<file path="src/sv/amtw_pkg.sv">
// Shared constants for the adaptive mean threshold window unit.
package amtw_pkg;

    localparam int KERNEL_SIZE_DEF    = 7;
    localparam int MAX_LINE_WIDTH_DEF = 2048;

    localparam int PIX_W      = 8;
    localparam int WORD_W     = 32;
    localparam int COL_W      = 12;
    localparam int OFFSET_W   = 9;
    localparam int FG_W       = 8;
    localparam int CFG_DATA_W = 9;
    localparam int CFG_IDX_W  = 4;

    localparam logic [COL_W-1:0] COL_LIMIT = COL_W'(4095);

    localparam logic [CFG_IDX_W-1:0] CFG_IDX_MEAN_OFFSET = CFG_IDX_W'(0);
    localparam logic [CFG_IDX_W-1:0] CFG_IDX_FOREGROUND  = CFG_IDX_W'(1);

    localparam logic signed [OFFSET_W-1:0] MEAN_OFFSET_RST = OFFSET_W'(2);
    localparam logic [FG_W-1:0]            FOREGROUND_RST  = FG_W'(255);

endpackage

</file>
<file path="src/sv/amtw_threshold.sv">
// Local mean by reciprocal multiply and the foreground decision.
module amtw_threshold #(
    parameter int TOTAL_W = 14,
    parameter int DIVISOR = 49
) (
    input  logic [TOTAL_W-1:0]                   total,
    input  logic [amtw_pkg::PIX_W-1:0]           centre,
    input  logic signed [amtw_pkg::OFFSET_W-1:0] mean_offset,
    input  logic [amtw_pkg::FG_W-1:0]            foreground_value,
    output logic [amtw_pkg::FG_W-1:0]            level
);
    import amtw_pkg::*;

    // exact floor(total / DIVISOR) for every TOTAL_W-bit total
    localparam int SHIFT   = TOTAL_W + $clog2(DIVISOR);
    localparam longint unsigned RECIP =
        ((64'd1 << SHIFT) + longint'(DIVISOR) - 64'd1) / longint'(DIVISOR);
    localparam int RECIP_W = TOTAL_W + 1;
    localparam int PROD_W  = TOTAL_W + RECIP_W;
    localparam int MEAN_W  = PROD_W - SHIFT;
    localparam int CMP_W   = MEAN_W + 2;

    logic [PROD_W-1:0]       product;
    logic [MEAN_W-1:0]       mean;
    logic signed [CMP_W-1:0] lhs;
    logic signed [CMP_W-1:0] rhs;

    assign product = PROD_W'(total) * PROD_W'(RECIP_W'(RECIP));
    assign mean    = product[PROD_W-1:SHIFT];

    // centre > mean - offset, rearranged to avoid a negative limit
    assign lhs   = $signed(CMP_W'({1'b0, centre})) + CMP_W'(mean_offset);
    assign rhs   = $signed(CMP_W'({1'b0, mean}));
    assign level = (lhs > rhs) ? foreground_value : '0;

endmodule

</file>
<file path="config.mk">
export PLATFORM = sky130hd
export DESIGN_NAME = amtw_threshold
export DESIGN_NICKNAME = d
export VERILOG_FILES = /design/src/sv/amtw_pkg.sv /design/src/sv/amtw_threshold.sv
export SDC_FILE = /design/constraint.sdc
export NUM_CORES = 1
export LEC_CHECK = 0
export BUFFER_PORTS_ARGS = -buffer_cell sky130_fd_sc_hd__clkbuf_2
export CELL_PAD_IN_SITES_DETAIL_PLACEMENT = 0
export CELL_PAD_IN_SITES_GLOBAL_PLACEMENT = 2
export CORE_ASPECT_RATIO = 0.75
export CORE_MARGIN = 2
export CORE_UTILIZATION = 41
export DETAILED_ROUTE_END_ITERATION = 10
export PLACE_DENSITY_LB_ADDON = 0.05
export SETUP_SLACK_MARGIN = 0.4
export SYNTH_ARGS = -nofsm -noshare
export SYNTH_HDL_FRONTEND = slang
export SYNTH_SLANG_ARGS = --single-unit
</file>
<file path="constraint.sdc">
create_clock -name vclk -period 14.25
set_input_delay 1.425 -clock vclk [all_inputs]
set_output_delay 1.425 -clock vclk [all_outputs]
set_load 0.01 [all_outputs]
</file>
==> Word level (Yosys, flattened, before mapping) <==
Index checks and enable logic that the tools add are counted.
{ "op_classes": {"add_sub_neg": 1, "multipliers": 1, "order_cmp": 1, "n_mux": 1} }
{ "ops": {"columns": ["operator", "count"], "rows": [
  ["$mul A14 B12 Y26 const B", 1],
  ["$add A9 B9 Y10", 1],
  ["$gt A10 B10 Y1", 1],
  ["$mux W8", 1]
]} }
{ "word_totals": {"regBits": 0, "inputBits": 39, "out_inout_bits": 8} }

==> Longest topological paths before layout <==
{ "logic_depth": {"word_depth": 3, "ltp_mapped": 23} }

==> Least setup slack after synthesis <==
No wires, ideal clock.
{ "synth_timing": {"path_kind": "input to output", "start": "in total[1]", "end": "out level[0] in the netlist's numbering", "arrival_ns": 6.500, "path_slack_ns": 6.325, "path_stages": 22, "path_buffers": 0, "cell_sequence": "ha_1 -> inv_1 -> fa_1 -> inv_1 -> fa_1 -> fa_1 -> inv_1 -> fa_1 -> inv_1 -> ha_1 -> o21ai_1 -> a21oi_1 -> a21oi_1 -> or3b_1 -> a311oi_2 -> xnor2_1 -> ha_1 -> nand4_1 -> o221ai_1 -> a31oi_1 -> nor3_1 -> and2_1"} }
{ "synth_between": {"elab_chain_cells": 3} }
{ "synth_rtl": {"columns": ["item", "line_no", "rtl"], "rows": [
  ["from (decl)", "amtw_threshold.sv:6", "input logic [TOTAL_W-1:0] total,"],
  ["$mul A14 B12 Y26", "amtw_threshold.sv:28", "assign product = PROD_W'(total) * PROD_W'(RECIP_W'(RECIP));"],
  ["$gt A10 B10 Y1", "amtw_threshold.sv:34", "assign level = (lhs > rhs) ? foreground_value : '0;"],
  ["$mux W8", "amtw_threshold.sv:34", null],
  ["to (decl)", "amtw_threshold.sv:10", "output logic [amtw_pkg::FG_W-1:0] level"]
]} }
Every way passes these cells.

==> Worst setup path after layout <==
{ "layout_timing": {"start": "in total[1]", "end": "out level[5] in the netlist's numbering"} }
The elaborated chain is that of the path after synthesis.

==> results.ini <==
[layout]
fillers = 849
final_layout_size_suffix_gt1_frac = 0.1172
fin_cells = 543
ff_latch_area_um2 = 0
multi_input_area_um2 = 3181
diodes = 0
n_sequential_cell = 0
n_clock_buffer = 0
synthToLayoutAreaGrowth_pct = 10.39
final_nets = 633

[global_route]
grt_remaining_overflow = 0
grt_max_degree = 9
grt_usage = 0.1729
grt_pass1_vias = 2631
antenna_found_initial = 0
grt_pass1_wl_mm = 13.36

[power]
internal_power_uw = 267.7
p_comb_frac = 1.000
cellPowerDensity_nw_per_um2 = 154.3
p_seq_frac = 0
ir_drop_v = 0.00006670
switching_share = 0.5589
clkPwrFrac = 0
leakagePower_uw = 0.002251
finalPower_uw = 607.0
p_sw_uw = 339.3

[worst_setup_path]
path_class = input port to primary output
cpMaxStageDelayCell = fa_1
critPathBufInv = 6
worstPathRequired_ns = 12.82
critPathTopFamily = adder cells
critical_path_peak_fanout = 8
crit_path_end_kind = primary output
slowest_delay_ns = 0.55
path_cells = clkbuf_2, ha_1, inv_1, fa_1, inv_1, fa_1, fa_1, inv_1, fa_1, inv_1, ha_1, nor2_1, nand3_1, o311ai_2, nand3_1, a21oi_1, xor2_1, ha_1, nand4_1, o221ai_1, a31oi_1, nor3_1, and2_1, clkbuf_2
cp.arrival_ns = 7.44
critPathLaunchType = input port

[sta]
setup_viol = 0
fmax_mhz = 112.8
period_share = 0.6222
min_period_ns = 8.867
relSlewSlack = 0.5799
drv_slew = 0
tightest_slew_ns = 0.6253
final.setup.tns_ns = 0
rsz0062_at_grt = no
finalHoldViolCount = 0

[min_path]
hold_class = input port to primary output
hold_path_end = level[2]
holdPathStages = 3
hp-start = foreground_value[2]

[synthesis]
syn_area_um2 = 3563
synth_cell_type_count = 38
synth_top_area_frac = 0.3722
synth_area_leaders = ha_1 (37%), fa_1 (29%), inv_1 (11%)
syn_area_per_cell_um2 = 9.184
yosys_warnings = 0
ys_seq_area_frac = 0
synth_cells = 388
synthTopCellsByCount = ha_1 (106), inv_1 (102), fa_1 (51)
synth_area_leader_cell = ha_1
yosysMostFrequentCell = ha_1
synth_nets = 584

[cts]
cts_setup_buffers = 0
ctsResizeCount = 0
cts_hold_buf = 0

[floorplan]
ioPinCount = 47
dieArea_um2 = 9461
die_x_um = 111.7
die_h_um = 84.74
coreArea_um2 = 8454
row_count = 29
start_util = 0.4215

[routing]
drtPass1Iterations = 4
drc = 0
vias = 2623
ant_nets = 0
viasPerCell = 4.831
drt_iter0_markers = 86
wl_per_cell_um = 13.90
drt_wl_total_mm = 7.548

[placed_design]
dp_hpwl_mm = 7.294
port_buffers = 47
dp.cells = 543
place_congestion = 0.8491

[job]
max-cap-violations = 0

[status]
status = finished, final reports clean

[how the worst max path moves through the flow]
stage                   from  depth (start not counted)  endpoint  slack [ns]
floorplan           total[1]                         22  level[0]        6.33
global placement    total[4]                         24  level[0]        5.41
detailed placement  total[4]                         24  level[5]        5.38
CTS                 total[4]                         24  level[5]        5.35
global route        total[4]                         24  level[0]        4.76
finish              total[1]                         24  level[5]        5.38
[cells in the final DEF, fill, tap and decap left out, drive strengths merged, types with 2 or more instances in the layout]
| cell | instances |
|---|---|
| a2111oi | 3 |
| a211oi | 2 |
| a21o | 9 |
| a21oi | 16 |
| a31oi | 3 |
| and2 | 8 |
| clkbuf | 47 |
| fa | 51 |
| ha | 106 |
| inv | 102 |
| nand2 | 10 |
| nand2b | 2 |
| nand3 | 8 |
| nand4 | 4 |
| nor2 | 13 |
| nor2b | 2 |
| nor3 | 4 |
| o211ai | 3 |
| o21a | 3 |
| o21ai | 6 |
| o41ai | 2 |
| xnor2 | 10 |
| xor2 | 7 |
[final cells by class]
class,instances,area share
multi-input combinational,286,0.8085
timing repair buffer,47,0.05980
tap,108,0.03435
inverter,102,0.09733
[kinds of logic after synthesis]
family / after synthesis / share of synthesized area
AND/OR/NAND/NOR: 55 / 0.07795
AO/OA/AOI/OAI: 57 / 0.1141
XOR/XNOR: 17 / 0.04178
buffers and inverters: 102 / 0.1074
adder cells (fa/ha/maj): 157 / 0.6587
[through the flow]
step / setup WS (ns) / hold WS (ns) / instance area, um2 / utilization
global route: 4.761 / 3.148 / 3934 / 0.4653
detailed placement: 5.377 / 3.140 / 3934 / 0.4653
finish: 5.383 / 3.138 / 3934 / 0.4653
global placement: 5.412 / 3.145 / 3934 / 0.4653
floorplan: 6.325 / 2.994 / 3563 / -
CTS: 5.351 / 3.140 / 3934 / 0.4653
[power groups by stage]
| stage | clock network [uW] | logic (uW) | registers (uW) |
|---|---|---|---|
| after detailed placement | 0 | 611 | 0 |
| after global routing | 0 | 716 | 0 |
| after CTS | 0 | 621 | 0 |
| final | 0 | 607 | 0 |
| after floorplan | 0 | 464 | 0 |
| after global placement | 0 | 623 | 0 |
[per-layer routing]
| layer | track usage | part of all wire | vias up |
|---|---|---|---|
| met1 | 0.3125 | 0.61 | 1209 |
| met3 | 0.01661 | 0.032 | 0 |
| met5 | 0 | 0 | - |
| li1 | - | - | 1384 |
| met4 | 0 | 0 | 0 |
| met2 | 0.2248 | 0.35 | 30 |
No activity file was read; power rests on OpenSTA's default activity.
